## config.mk

```make
export PLATFORM = sky130hd
export DESIGN_NAME = bitmap_frame_allocator_top
export DESIGN_NICKNAME = d
export VERILOG_FILES = /design/src/rtl/core/bfa_pkg.sv /design/src/rtl/core/bfa_ram.sv /design/src/rtl/core/bfa_word_find.sv /design/src/rtl/core/bitmap_frame_allocator_top.sv
export SDC_FILE = /design/constraint.sdc
export NUM_CORES = 1
export LEC_CHECK = 0
export BUFFER_PORTS_ARGS = -buffer_cell sky130_fd_sc_hd__buf_4
export CAP_MARGIN = 15
export CELL_PAD_IN_SITES_DETAIL_PLACEMENT = 0
export CELL_PAD_IN_SITES_GLOBAL_PLACEMENT = 1
export CORE_MARGIN = 2
export CORE_UTILIZATION = 54
export CTS_CLUSTER_SIZE = 24
export DETAILED_ROUTE_END_ITERATION = 7
export PLACE_DENSITY = 0.86
export SYNTH_ARGS = -nofsm -noshare
export SYNTH_HDL_FRONTEND = slang
export SYNTH_SLANG_ARGS = --single-unit
```

## constraint.sdc

```tcl
create_clock -name clk -period 7.95 [get_ports clk]
set_clock_uncertainty 0.2 [all_clocks]
set_input_delay 0.3975 -clock clk [delete_from_list [all_inputs] [get_ports clk]]
set_output_delay 0.3975 -clock clk [all_outputs]
set_load 0.01 [all_outputs]
```

## src/rtl/core/bfa_pkg.sv

```systemverilog
// Shared types and constants for the bitmap frame allocator.
package bfa_pkg;

    localparam int WORD_BITS = 32;
    localparam int BIT_W     = 5;

    typedef logic [WORD_BITS-1:0] word_t;
    typedef logic [BIT_W-1:0]     bit_idx_t;
    typedef logic [1:0]           cmd_t;

    localparam cmd_t CMD_ALLOC = 2'd0;
    localparam cmd_t CMD_FREE  = 2'd1;
    localparam cmd_t CMD_QUERY = 2'd2;

    typedef struct packed {
        logic     found;
        bit_idx_t bit_idx;
    } find_t;

endpackage

```

## src/rtl/core/bfa_ram.sv

```systemverilog
// Generic single-clock RAM with one write port and one registered read port.
module bfa_ram #(
    parameter int WIDTH  = 32,
    parameter int DEPTH  = 32,
    parameter int ADDR_W = (DEPTH > 1) ? $clog2(DEPTH) : 1
) (
    input  logic              clk,
    input  logic              we,
    input  logic [ADDR_W-1:0] waddr,
    input  logic [WIDTH-1:0]  wdata,
    input  logic              re,
    input  logic [ADDR_W-1:0] raddr,
    output logic [WIDTH-1:0]  rdata
);

    logic [WIDTH-1:0] mem [DEPTH];

    always_ff @(posedge clk)
    begin
        if (we)
        begin
            mem[waddr] <= wdata;
        end
        if (re)
        begin
            rdata <= mem[raddr];
        end
    end

endmodule

```

## src/rtl/core/bfa_word_find.sv

```systemverilog
// Lowest or highest set-bit search over one free-bit word.
module bfa_word_find (
    input  bfa_pkg::word_t free_bits,
    input  logic           highest,
    output bfa_pkg::find_t find
);

    always_comb
    begin
        find.found   = |free_bits;
        find.bit_idx = '0;
        if (highest)
        begin
            for (int i = 0; i < bfa_pkg::WORD_BITS; i++)
            begin
                if (free_bits[i])
                begin
                    find.bit_idx = bfa_pkg::bit_idx_t'(i);
                end
            end
        end
        else
        begin
            for (int i = bfa_pkg::WORD_BITS - 1; i >= 0; i--)
            begin
                if (free_bits[i])
                begin
                    find.bit_idx = bfa_pkg::bit_idx_t'(i);
                end
            end
        end
    end

endmodule

```

## src/rtl/core/bitmap_frame_allocator_top.sv

```systemverilog
// Top level of the first-fit bitmap page frame allocator.
//
// Usage: drive command and frame_address with start high; the item is taken
// at a clock edge where start is high and busy is low. Each item gives one
// result: done is high for exactly one cycle with result_address and ok.
// The receiver cannot stall; a result must be captured in its done cycle.
// Allocate scans the used-frame bitmap upward one 32-bit word per cycle out
// of a synchronous RAM; query scans downward from the top usable word.
// Allocate and query stop at the first free bit or after the last of the W
// usable words (32 for the default sizes), reading one word at a time.
// Free reads one word and then writes it back before done.
// An out-of-range free or an unknown command gives done on the next cycle
// without raising busy. busy is high while a scan or write-back runs.
// After reset the block clears the bitmap one word per cycle, all W words,
// with busy high; every frame is then free.
module bitmap_frame_allocator_top #(
    parameter int NUM_FRAMES = 1024,
    parameter int PAGE_SHIFT = 12
) (
    input  logic        clk,
    input  logic        rst_n,
    input  logic        start,
    output logic        busy,
    input  logic [1:0]  command,
    input  logic [31:0] frame_address,
    output logic        done,
    output logic [31:0] result_address,
    output logic        ok
);

    localparam int FIT        = 1 << (32 - PAGE_SHIFT);
    localparam int LIMIT      = (NUM_FRAMES < FIT) ? NUM_FRAMES : FIT;
    localparam int USED_WORDS = (LIMIT + 31) / 32;
    localparam int AW         = (USED_WORDS > 1) ? $clog2(USED_WORDS) : 1;
    localparam logic [AW-1:0] LAST_IDX = AW'(USED_WORDS - 1);
    localparam logic [31:0]   LIMIT_W  = 32'(LIMIT);
    localparam bfa_pkg::word_t LAST_MASK =
        ((LIMIT % 32) == 0) ? '1 : ((32'd1 << (LIMIT % 32)) - 32'd1);

    localparam logic [1:0] ST_CLEAR = 2'd0;
    localparam logic [1:0] ST_IDLE  = 2'd1;
    localparam logic [1:0] ST_SCAN  = 2'd2;
    localparam logic [1:0] ST_FREE  = 2'd3;

    logic [1:0]        state_reg, state_next;
    logic [AW-1:0]     chk_reg, chk_next;
    bfa_pkg::cmd_t     cmd_reg, cmd_next;
    bfa_pkg::bit_idx_t bit_reg, bit_next;
    logic              done_reg, done_next;
    logic [31:0]       result_address_reg, result_address_next;
    logic              ok_reg, ok_next;

    logic              ram_we, ram_re;
    logic [AW-1:0]     ram_waddr, ram_raddr;
    bfa_pkg::word_t    ram_wdata, ram_rdata;
    bfa_pkg::word_t    free_bits;
    bfa_pkg::find_t    find;
    logic [31:0]       free_frame;
    logic              at_end;

    bfa_ram #(
        .WIDTH (bfa_pkg::WORD_BITS),
        .DEPTH (USED_WORDS),
        .ADDR_W(AW)
    ) u_map (
        .clk  (clk),
        .we   (ram_we),
        .waddr(ram_waddr),
        .wdata(ram_wdata),
        .re   (ram_re),
        .raddr(ram_raddr),
        .rdata(ram_rdata)
    );

    assign free_bits = ~ram_rdata & ((chk_reg == LAST_IDX) ? LAST_MASK : '1);

    bfa_word_find u_find (
        .free_bits(free_bits),
        .highest  (cmd_reg == bfa_pkg::CMD_QUERY),
        .find     (find)
    );

    assign free_frame = frame_address >> PAGE_SHIFT;
    assign at_end     = (cmd_reg == bfa_pkg::CMD_QUERY) ? (chk_reg == '0)
                                                        : (chk_reg == LAST_IDX);

    always_comb
    begin
        state_next          = state_reg;
        chk_next            = chk_reg;
        cmd_next            = cmd_reg;
        bit_next            = bit_reg;
        done_next           = 1'b0;
        result_address_next = '0;
        ok_next             = 1'b0;
        ram_we              = 1'b0;
        ram_waddr           = chk_reg;
        ram_wdata           = '0;
        ram_re              = 1'b0;
        ram_raddr           = '0;

        unique case (state_reg)
            ST_CLEAR:
            begin
                ram_we = 1'b1;
                if (chk_reg == LAST_IDX)
                begin
                    state_next = ST_IDLE;
                end
                else
                begin
                    chk_next = chk_reg + 1'b1;
                end
            end
            ST_IDLE:
            begin
                if (start)
                begin
                    cmd_next = command;
                    case (command)
                        bfa_pkg::CMD_ALLOC:
                        begin
                            chk_next   = '0;
                            ram_re     = 1'b1;
                            ram_raddr  = '0;
                            state_next = ST_SCAN;
                        end
                        bfa_pkg::CMD_QUERY:
                        begin
                            chk_next   = LAST_IDX;
                            ram_re     = 1'b1;
                            ram_raddr  = LAST_IDX;
                            state_next = ST_SCAN;
                        end
                        bfa_pkg::CMD_FREE:
                        begin
                            if (free_frame < LIMIT_W)
                            begin
                                chk_next   = free_frame[AW+4:5];
                                bit_next   = free_frame[4:0];
                                ram_re     = 1'b1;
                                ram_raddr  = free_frame[AW+4:5];
                                state_next = ST_FREE;
                            end
                            else
                            begin
                                done_next = 1'b1;
                            end
                        end
                        default:
                        begin
                            done_next = 1'b1;
                        end
                    endcase
                end
            end
            ST_SCAN:
            begin
                if (find.found)
                begin
                    if (cmd_reg == bfa_pkg::CMD_ALLOC)
                    begin
                        ram_we    = 1'b1;
                        ram_wdata = ram_rdata | (bfa_pkg::word_t'(1) << find.bit_idx);
                    end
                    done_next           = 1'b1;
                    ok_next             = 1'b1;
                    result_address_next = 32'({chk_reg, find.bit_idx}) << PAGE_SHIFT;
                    state_next          = ST_IDLE;
                end
                else if (at_end)
                begin
                    done_next  = 1'b1;
                    state_next = ST_IDLE;
                end
                else
                begin
                    chk_next  = (cmd_reg == bfa_pkg::CMD_QUERY) ? chk_reg - 1'b1
                                                                : chk_reg + 1'b1;
                    ram_re    = 1'b1;
                    ram_raddr = chk_next;
                end
            end
            ST_FREE:
            begin
                ram_we     = 1'b1;
                ram_wdata  = ram_rdata & ~(bfa_pkg::word_t'(1) << bit_reg);
                done_next  = 1'b1;
                ok_next    = 1'b1;
                state_next = ST_IDLE;
            end
            default:
            begin
                state_next = ST_IDLE;
            end
        endcase
    end

    always_ff @(posedge clk or negedge rst_n)
    begin
        if (!rst_n)
        begin
            state_reg <= ST_CLEAR;
            chk_reg   <= '0;
            done_reg  <= 1'b0;
        end
        else
        begin
            state_reg <= state_next;
            chk_reg   <= chk_next;
            done_reg  <= done_next;
        end
    end

    always_ff @(posedge clk)
    begin
        cmd_reg            <= cmd_next;
        bit_reg            <= bit_next;
        result_address_reg <= result_address_next;
        ok_reg             <= ok_next;
    end

    assign busy           = (state_reg != ST_IDLE);
    assign done           = done_reg;
    assign result_address = result_address_reg;
    assign ok             = ok_reg;

    a_addr_needs_ok: assert property (@(posedge clk) disable iff (!rst_n)
        done && (result_address != 32'd0) |-> ok)
        else $error("nonzero result address without ok");

    a_accept_progress: assert property (@(posedge clk) disable iff (!rst_n)
        start && !busy |=> busy || done)
        else $error("accepted item neither in progress nor answered");

    a_no_result_in_clear: assert property (@(posedge clk) disable iff (!rst_n)
        (state_reg == ST_CLEAR) |-> !done)
        else $error("result during bitmap clear");

    a_scan_write_alloc_only: assert property (@(posedge clk) disable iff (!rst_n)
        (state_reg == ST_SCAN) && ram_we |-> (cmd_reg == bfa_pkg::CMD_ALLOC) && done_next)
        else $error("bitmap written during scan outside allocate");

endmodule

```

* After elaboration in Yosys (flattened, before gate mapping)
Memories as Yosys holds them, arrays and structs flattened. A register that Yosys moved wholly into a read port is not among the register bits.
Cells that the tools add are included.
** Word-level totals
- Bits in registers :: 48
- RAM bits :: 1024
- Bits of input ports :: 37
- Output and inout bits :: 35
- Logic and storage cells :: 156
- Memories kept :: 1
** Memories
- u_map.mem :: depth 32, bits a word 32, read ports 1, clocked after Yosys merged registers in 1, wr ports 1, RTL line bfa_ram.sv:16 : logic [WIDTH-1:0] mem [DEPTH];
** Operators by class
- $add $sub $neg :: 2
- $lt $le $gt $ge :: 1
- Equal/unequal tests :: 17
- Shift-type cells :: 2
- Muxes and demuxes :: 108
- Bitwise gates (word level) :: 4
- Reductions and logical operators :: 13
** Operator list (count)
- $mux W5 :: 59
- $mux W32 :: 2
- $not A32 Y32 :: 2
- $pmux W32 S2 :: 1
- $shl A1 B5 Y32 const A :: 2
- $and A32 B32 Y32 :: 1
- $mux W4 :: 8
- $or A32 B32 Y32 :: 1
- $reduce_or A32 Y1 :: 1
- $pmux W5 S3 :: 2
- $lt A20 B11 Y1 const B :: 1
- $pmux W5 S2 :: 2
- $mux W1 :: 15
- $mux W2 :: 7
- $mux W3 :: 4
- $ne A2 B2 Y1 const B :: 5
- $pmux W1 S2 :: 5
- $ne A3 B3 Y1 const B :: 3
- $eq A2 B2 Y1 const B :: 4
- $pmux W2 S4 :: 1
- $reduce_and A7 Y1 :: 1
- $logic_not A2 Y1 :: 3
- $add A5 B1 Y5 const B :: 1
- $eq A5 B5 Y1 const B :: 1
- other kinds (12) :: 15

* Longest topological paths before layout
Gate-level depths: netlist of the first run.
- Depth in word-level cells :: 39
- Gate-level depth with buffers :: 16
- Gate-level depth less buffers :: 11

* By module
Synthesis of the first run repeated with hierarchy kept, for this count alone.
** Unflattened totals
- Cell total of the unflattened synthesis :: 2726
- Area, all modules :: 44026.0 um2
** Modules (own cells, without submodules)
- bfa_ram :: instances 1, cells an instance 2260, area each 40812.9 um2, seq. area each 31710.4 um2
- bitmap_frame_allocator_top :: instances 1, cells an instance 352, area each 2534.9 um2, seq. area each 630.6 um2
- bfa_word_find :: instances 1, cells an instance 114, area each 678.2 um2, seq. area each 0.0 um2

* Least setup slack after synthesis of the first run
No wires, ideal clock.
- Path kind :: reg-to-reg
- From :: register state_reg[0]
- To :: memory u_map.mem[0][4] (data pin)
- Setup time :: 0.454 ns
- Arrival :: 3.657 ns
- Data required time :: 7.296 ns
- Path slack :: 3.639 ns
- Cell stages (with the launch flop) :: 10
- Path buffers :: 2
- Clock period less this slack :: 4.311 ns
- Path through :: dfrtp_1 > inv_1 > ha_1 > clkbuf_1 > o21ai_1 > or3_1 > clkbuf_1 > or3_1 > or2_2 > o21ai_0
** Between the ends
- Word-level cells in the longest chain between the ends :: 2
- Elaborated cells between the ends (all ways) :: 3
- Classes of those cells :: eq/ne (2); mux (1)
** Ends and longest elaborated chain
- start, declared :: RTL line bitmap_frame_allocator_top.sv:45 : logic [1:0] state_reg, state_next;
- start signal, assigned :: RTL line bitmap_frame_allocator_top.sv:209 : state_reg <= state_next;
- $eq A2 B2 Y1 :: RTL line bitmap_frame_allocator_top.sv:102 : unique case (state_reg)
- $pmux W32 S2 * :: RTL line bitmap_frame_allocator_top.sv:102
- named net ram_wdata[4] :: RTL line bitmap_frame_allocator_top.sv:55 : bfa_pkg::word_t ram_wdata, ram_rdata;
- end, declared :: RTL line bfa_ram.sv:16
The timed path passes the listed nets; every way through them passes the cells marked *.

* Final worst setup path of the first run
- From :: register chk_reg[0]
- To :: register u_map.rdata[29] (read register of u_map.mem) (data pin)
** Between the ends
- Word-level cells in the longest chain between the ends :: 5
- Elaborated cells between the ends (all ways) :: 12
- Classes of those cells :: add/sub (2); eq/ne (1); mux (8); reduce/logical (1)
** Ends and longest elaborated chain
- start, declared :: RTL line bitmap_frame_allocator_top.sv:46 : logic [AW-1:0] chk_reg, chk_next;
- start signal, assigned :: RTL line bitmap_frame_allocator_top.sv:210 : chk_reg <= chk_next;
- $add A5 B1 Y5 (tied with other cells) :: RTL line bitmap_frame_allocator_top.sv:179 : : chk_reg + 1'b1;
- $mux W5 or $mux W1 (tied branches) :: RTL line bitmap_frame_allocator_top.sv:178, bitmap_frame_allocator_top.sv:84
- $mux W5 or $mux W1 (tied branches) :: RTL line bitmap_frame_allocator_top.sv:171 : else if (at_end)
- $mux W5 or $mux W1 (tied branches) :: RTL line bitmap_frame_allocator_top.sv:159 : if (find.found)
- $pmux W5 S2 or $pmux W1 S2 (tied branches) :: RTL line bitmap_frame_allocator_top.sv:102
- end, declared :: RTL line bfa_ram.sv:13 : output logic [WIDTH-1:0] rdata
Several ways; a longest one is shown, not always the timed one.
A chain may end at the register's enable or synchronous reset.

==> results of run 1 <==
cell families after synthesis:
logic type / after synthesis
and+or+nand+nor: 1293
DFF: 1082
AOI/OAI and AO/OA: 569
buffers and inverters: 252
muxes: 119
adders and majority gates: 16
xor gates and xnor gates: 3
other: 1
per-layer routing:
metal  vias up  share of wire, %  global-route usage [%]
met1     14300                38                    37.7
met4         2               5.1                    13.7
met5         -             0.011                       0
met2      1689                47                    46.7
li1      12500                 -                       -
met3       365               9.8                    5.40
worst max-delay path: cells and delay by family (launching register included):
family | cells | cell delay, ps
flops | 1 | 510
fa+ha+maj | 2 | 580
compound gates | 4 | 1390
simple gates | 5 | 2190
buf+inv | 2 | 700
worst paths after layout:
kind / endpoint / slack (ps) / cells past startpoint
max: u_map.rdata[29]$_DFFE_PP_ / 1980 / 13
min: cmd_reg[0]$_DFFE_PP_ / 20 / 3
max reg2reg: u_map.rdata[29]$_DFFE_PP_ / 1980 / 13
min reg2reg: chk_reg[1]$_DFFE_PN0P_ / 440 / 2
max in group asynchronous: chk_reg[4]$_DFFE_PN0P_ / 6710 / 3
min in group asynchronous: chk_reg[0]$_DFFE_PN0P_ / 530 / 3
area by class of cell:
| cell class | instances | area (um2) |
|---|---|---|
| Fill cell | 5980 | 31700 |
| Clock inverter | 63 | 682 |
| Timing Repair Buffer | 140 | 1300 |
| Clock buffer | 137 | 2810 |
| Sequential cell | 1082 | 32300 |
| Tap cell | 1070 | 1340 |
| Inverter | 23 | 88.8 |
| Multi-Input combinational cell | 2022 | 11400 |
repair_timing:
action,in CTS,in global routing
hold buffers,9,0
hold endpoints to repair,15,0
buffers inserted,0,0
power groups by stage:
stage	Clock (mW)	Sequential, mW	Combinational [mW]
detailed placement	0	7.34	2.16
global route	5.24	7.24	2.48
CTS	5.02	7.23	2.18
finish	5.00	7.21	2.32
global placement	0	7.33	2.08
floorplan	0	7.33	1.26
synthesized netlist by cell type, types with 42 or more instances:
cell type and instances:
nand2_1 662, nand3_1 212, nor4_1 64, mux2i_1 89, clkbuf_1 174, and3_1 42, edfxtp_1 1063, nor2_1 143
nor3_1 43, a21oi_1 170, o21ai_0 224
per-stage QoR:
step	hold slack (ps)	cell area, um2
floorplan	-98.1	44500
global placement	23.6	46100
detailed placement	23.1	46100
CTS	6.01	49700
global route	25.3	50000
finish	19.6	50000
==> run_results.csv, run 1 <==
group,metric,value,unit
run_status,status,"complete, no violations",
global_routing,grt_remaining_overflow,0,
power_and_ir_drop,switching_share,27.6,%
die,pin_count,72,
timing,drv_slew,0,
global_routing,grt_pass1_vias,28100,
layout,diodes,0,
layout,final_cell_mix,"edfxtp_1, nand2_1, nand3_1, o21ai_0, a21oi_1",
placement,dp_hpwl,68200,um
timing,tns,0,ps
global_routing,grt_max_degree,113,
timing,worst_slack,1980,ps
yosys,synth_enable_flop_cells,1063,
routing,wire_per_inst,27.2,um
clock_network,cts.sinks,1082,
power_and_ir_drop,p_int,10.5,mW
clock_network,cts_buffer_depth,3,
timing,rsz0062_at_grt,"false",
layout,largest_register_ffs,1024,
yosys,synth_area_leaders,"edfxtp_1, nand2_1, o21ai_0, nand3_1, mux2i_1",
layout,layout.cells.non_filler,4537,
critical_path,cp_slowest_stage_delay,810,ps
placement,placed_cells,4309,
yosys,synth_compound_area_share,7.50,%
timing,hold_violations,0,
critical_path,cp.required,8100,ps
timing,setup_viol,0,
critical_path,arrival,6120,ps
routing,drc,0,
routing,viasPerCell,6.37,
critical_path,cp_max_fo,39,
critical_path,crit_path_top_delay_cell,"nor4_1",
yosys,async_reset_ff_share,0.739,%
power_and_ir_drop,p_clk_share,34.4,%
routing,drt_iter0_drc,3887,
job,cap_viol_max_count,0,
yosys,post_synth_num_cell_types,68,
timing,fmax,168,MHz
clock_network,clk_latency,690,ps
critical_path,startpoint,"chk_reg[0]$_DFFE_PN0P_",
power_and_ir_drop,p_switching,4.01,mW
yosys,ys.flop_type,"edfxtp_1",
yosys,syn_avg_cell_area,13.3,um2
power_and_ir_drop,powerDensity,291,mW/mm2
yosys,synth_top_area_share,71.9,%
routing,via_count,28900,
layout,area_delta_synth_final,12.7,%
placement,portBuffers,37,
global_routing,antenna_found_initial,2,
power_and_ir_drop,p_leak,16.8,nW
power_and_ir_drop,power.share.sequential,49.6,%
die,core-area,0.0817,mm2
critical_path,r2r-start,"chk_reg[0]$_DFFE_PN0P_",
yosys,synth.area.mux_share,3.43,%
yosys,synth-seq-cells,1082,
power_and_ir_drop,p_comb_share,16.0,%
die,num_rows,105,
critical_path,path_class,"register to register",
clock_network,cts_resized,0,
die,dieArea,0.0845,mm2
die,start_util,54.3,%
yosys,yosys.area_share.xor_xnor,0.0592,%
timing,slew_headroom,20.7,%
yosys,syn_inst,3335,
layout,fin_nets,3429,
layout,final_common_cell,"edfxtp_1",
yosys,yosys_warnings,0,
clock_network,cts_buffers,107,
layout,fin_util,61.2,%
placement,gp_congestion,0.929,
layout,drive_gt1_share,11.7,%
hold_path,min_path_type,"input port to register",
timing,period_minus_slack,5970,ps
die,die_h,291,um
global_routing,grt_pass1_wl,178000,um
timing,worstMarginPinSlew,1190,ps
power_and_ir_drop,peakVddDrop,0.370,mV
power_and_ir_drop,p_total,14.5,mW
die,dieWidth,291,um
placement,dp_slack,2080,ps
routing,dr.pass1.iters,7,
yosys,syn-cell-area,0.0444,mm2
routing,postRouteAntennaNets,0,
yosys,yosys.area_share.simple,13.1,%
clock_network,path_clk_slew,70,ps
global_routing,track_usage,28.7,%
yosys,ys_seq_area_share,72.9,%
routing,routed_wirelength,123000,um
critical_path,cp-end-kind,"register",
yosys,synth_top_cell_by_area,"edfxtp_1",
critical_path,critPathLaunchType,"register",
clock_network,cts-htree-levels,3,
timing,fin_crit_sh,75.1,%
clock_network,tritoncts,"done",
yosys,synth_top_family_by_area,"simple AND/OR/NAND/NOR gates",
hold_path,hp-start,"start",
yosys,synth_fa_ha_area_share,0.451,%
critical_path,crit_chain,"ha_1 -> and3_1 -> ha_1 -> o2bb2ai_1 -> nor3_4 -> a32o_1 -> and2_4 -> buf_4 -> buf_4 -> nand2_1 -> a32o_1 -> a211o_1 -> nor4_1",
clock_network,clock-root-buffer,"clkbuf_16",
Note: power is estimated with default switching activity, not from simulation.
==> run 2: changes to the inputs <==
--- a/config.mk
+++ b/config.mk
@@ -5,15 +5,16 @@
 export SDC_FILE = /design/constraint.sdc
 export NUM_CORES = 1
 export LEC_CHECK = 0
+export ABC_AREA = 1
 export BUFFER_PORTS_ARGS = -buffer_cell sky130_fd_sc_hd__buf_4
 export CAP_MARGIN = 15
 export CELL_PAD_IN_SITES_DETAIL_PLACEMENT = 0
 export CELL_PAD_IN_SITES_GLOBAL_PLACEMENT = 1
 export CORE_MARGIN = 2
-export CORE_UTILIZATION = 54
+export CORE_UTILIZATION = 52
 export CTS_CLUSTER_SIZE = 24
 export DETAILED_ROUTE_END_ITERATION = 7
-export PLACE_DENSITY = 0.86
+export PLACE_DENSITY = 0.84
 export SYNTH_ARGS = -nofsm -noshare
 export SYNTH_HDL_FRONTEND = slang
 export SYNTH_SLANG_ARGS = --single-unit
==> constraint.sdc (replaced) <==
create_clock -name clk -period 6.18 [get_ports clk]
set_clock_uncertainty 0.2 [all_clocks]
set_input_delay 0.309 -clock clk [delete_from_list [all_inputs] [get_ports clk]]
set_output_delay 0.309 -clock clk [all_outputs]
set_load 0.01 [all_outputs]
==> run 2 against run 1 <==
  * Combinational power is 7% lower
  * First-iteration DRC count is 2.0% higher
  * Via count rose by 0.50%
  * Critical endpoint is now u_map.rdata[13]$_DFFE_PP_
  * Largest cell class unchanged
==> run_results.csv, run 2 <==
group,metric,value,unit
critical_path,r2r-start,"cmd_reg[0]$_DFFE_PP_",
routing,viasPerCell,6.24,
power_and_ir_drop,p_leak,16.2,nW
die,dieArea,0.0884,mm2
clock_network,clock-root-buffer,"clkbuf_16",
layout,fin_util,58.7,%
placement,dp_hpwl,62600,um
critical_path,cp-end-kind,"register",
timing,rsz0062_at_grt,"false",
timing,period_minus_slack,4670,ps
die,start_util,52.5,%
hold_path,hp-start,"frame_address[20]",
yosys,synth_area_leaders,"edfxtp_1, nor2_1, o21ai_0, o32ai_1, o21bai_1",
timing,tns,0,ps
clock_network,cts_buffer_depth,3,
power_and_ir_drop,peakVddDrop,0.221,mV
power_and_ir_drop,p_int,13.0,mW
routing,dr.pass1.iters,6,
yosys,async_reset_ff_share,0.739,%
global_routing,grt_max_degree,266,
clock_network,tritoncts,"done",
yosys,ys.flop_type,"edfxtp_1",
yosys,synth_top_cell_by_area,"edfxtp_1",
global_routing,antenna_found_initial,1,
critical_path,cp.required,6390,ps
global_routing,grt_remaining_overflow,0,
power_and_ir_drop,p_total,17.7,mW
power_and_ir_drop,p_switching,4.64,mW
critical_path,critPathLaunchType,"register",
layout,final_cell_mix,"edfxtp_1, nor2_1, o21ai_0, nand2_1, o21bai_1",
critical_path,r2r_slack,1510,ps
layout,drive_gt1_share,9.92,%
clock_network,cts_resized,0,
routing,drc,0,
yosys,syn_avg_cell_area,13.1,um2
timing,fmax,214,MHz
yosys,post_synth_num_cell_types,44,
run_status,status,"complete, no violations",
timing,setup_viol,0,
die,die_h,297,um
layout,largest_register_ffs,1024,
clock_network,cts.sinks,1082,
hold_path,min_path_cells,6,
timing,worstMarginPinSlew,1130,ps
placement,gp_congestion,0.920,
die,num_rows,107,
yosys,synth_enable_flop_cells,1063,
yosys,syn_inst,3417,
layout,diodes,0,
timing,hold_violations,0,
yosys,syn-cell-area,0.0447,mm2
placement,dp_slack,1610,ps
power_and_ir_drop,p_comb_share,12.2,%
hold_path,hold_end,"chk_reg[3]$_DFFE_PN0P_",
job,cap_viol_max_count,0,
routing,routed_wirelength,115000,um
clock_network,path_clk_slew,70,ps
critical_path,cp_max_fo,265,
layout,final_common_cell,"edfxtp_1",
die,dieWidth,297,um
placement,portBuffers,37,
die,pin_count,72,
routing,drt_iter0_drc,3966,
critical_path,rr_worst_depth,15,
timing,worst_slack,1510,ps
yosys,ys_seq_area_share,72.3,%
power_and_ir_drop,switching_share,26.3,%
clock_network,cts_setup_buffers,0,
routing,wire_per_inst,24.7,um
yosys,synth_top_area_share,71.4,%
layout,area_delta_synth_final,11.7,%
timing,fin_crit_sh,75.6,%
timing,slew_headroom,24.6,%
layout,fin_nets,3474,
critical_path,timing.rr.end,"u_map.rdata[13]$_DFFE_PP_",
power_and_ir_drop,p_clk_share,35.6,%
global_routing,track_usage,25.7,%
routing,postRouteAntennaNets,0,
clock_network,cts-htree-levels,3,
hold_path,min_path_type,"input port to register",
global_routing,grt_pass1_vias,27300,
routing,via_count,29100,
power_and_ir_drop,powerDensity,353,mW/mm2
power_and_ir_drop,power.share.sequential,52.2,%
critical_path,arrival,4890,ps
yosys,yosys.cell_count.top_type,"edfxtp_1",
yosys,yosys_warnings,0,
clock_network,cts_buffers,107,
timing,drv_slew,0,
clock_network,clk_latency,700,ps
critical_path,path_class,"register to register",
yosys,synthTopCellsByCount,"edfxtp_1, nor2_1, o21ai_0",
global_routing,grt_pass1_wl,171000,um
die,core-area,0.0851,mm2
yosys,synth-seq-cells,1082,
==> run 2: cell types whose count changed in the layout (fill, tap and decap cells not counted), moves of 128 or more <==
cell,previous run,this run
nor2_1,110,717
nand3_1,209,51
o211ai_1,2,130
nand2_1,660,231
a21oi_1,169,22
o21bai_1,3,148
==> run 2: area by class of cell <==
cell class              instances  area (um2)
flip-flops and latches       1082       32300
multi-input cells            2023       11200
clock inverters                66         637
well taps                    1144        1430
fillers                      6485       35200
inverters                      68         275
repair buffers                139        1320
clock buffers                 131        2770
==> run 2: timing repair <==
action | 4_1_cts | 5_1_grt
setup endpoints to repair | 0 | 0
hold buffers | 13 | 0
endpoints found under the hold margin | 26 | 0
==> run 2: how the worst max path moves through the flow <==
| stage | startpoint | to | slack [ps] | cells past startpoint |
|---|---|---|---|---|
| 4_1_cts | cmd_reg[0]$_DFFE_PP_ | u_map.rdata[18]$_DFFE_PP_ | 1560 | 14 |
| 2_1_floorplan | state_reg[0]$_DFFE_PN0P_ | u_map.mem[0][0]$_DFFE_PP_ | 2690 | 8 |
| 3_5_place_dp | cmd_reg[0]$_DFFE_PP_ | u_map.rdata[28]$_DFFE_PP_ | 1610 | 14 |
| 5_1_grt | cmd_reg[0]$_DFFE_PP_ | u_map.rdata[7]$_DFFE_PP_ | 1170 | 16 |
| 6_report | cmd_reg[0]$_DFFE_PP_ | u_map.rdata[13]$_DFFE_PP_ | 1510 | 15 |
| 3_3_place_gp | cmd_reg[0]$_DFFE_PP_ | u_map.rdata[7]$_DFFE_PP_ | 1570 | 14 |
==> run 2: layer usage <==
| metal | GRT usage, % | wire, um |
|---|---|---|
| met1 | 36.0 | 46100 |
| met2 | 40.3 | 54100 |
| met3 | 4.30 | 10800 |
| met4 | 10.3 | 3950 |
| met5 | 0 | 13 |
==> run 2: metrics by stage <==
stage | instance area, um2 | hold slack [ps] | instances
after global placement | 46400 | -59.4 | 4442
after global routing | 49900 | 155 | 4653
after detailed placement | 46400 | -58.7 | 4443
after floorplan | 44800 | -187 | 3438
final | 49900 | 97.8 | 4653
after CTS | 49900 | 73.0 | 4653
==> run 2: worst max-delay path, stage by stage (launching register included) <==
cell and delay (ps):
edfxtp_1 410, nor2_2 410, inv_1 340, a2bb2oi_1 320
nand2_2 160, inv_4 100, a22oi_4 80, nor2_8 440
inv_16 330, buf_12 400, buf_4 210, o21ai_0 200
o21bai_1 140, o311ai_0 230, o211ai_1 140, a31oi_1 130
==> run 2: cell families after synthesis <==
logic type / share of synthesized area, %
compound gates: 13.7
xor+xnor: 0.0392
fa+ha+maj: 0.448
buf+inv: 3.53
flops: 72.3
other cells: 0.00839
simple gates: 9.92
==> run 2: power by group through the flow <==
| stage | clock network, mW | logic (mW) | registers [mW] |
|---|---|---|---|
| 6_report | 6.29 | 2.15 | 9.21 |
| 2_1_floorplan | 0 | 1.24 | 9.31 |
| 4_1_cts | 6.36 | 2.13 | 9.21 |
| 3_3_place_gp | 0 | 2.08 | 9.34 |
| 5_1_grt | 6.63 | 2.33 | 9.25 |
| 3_5_place_dp | 0 | 2.11 | 9.36 |
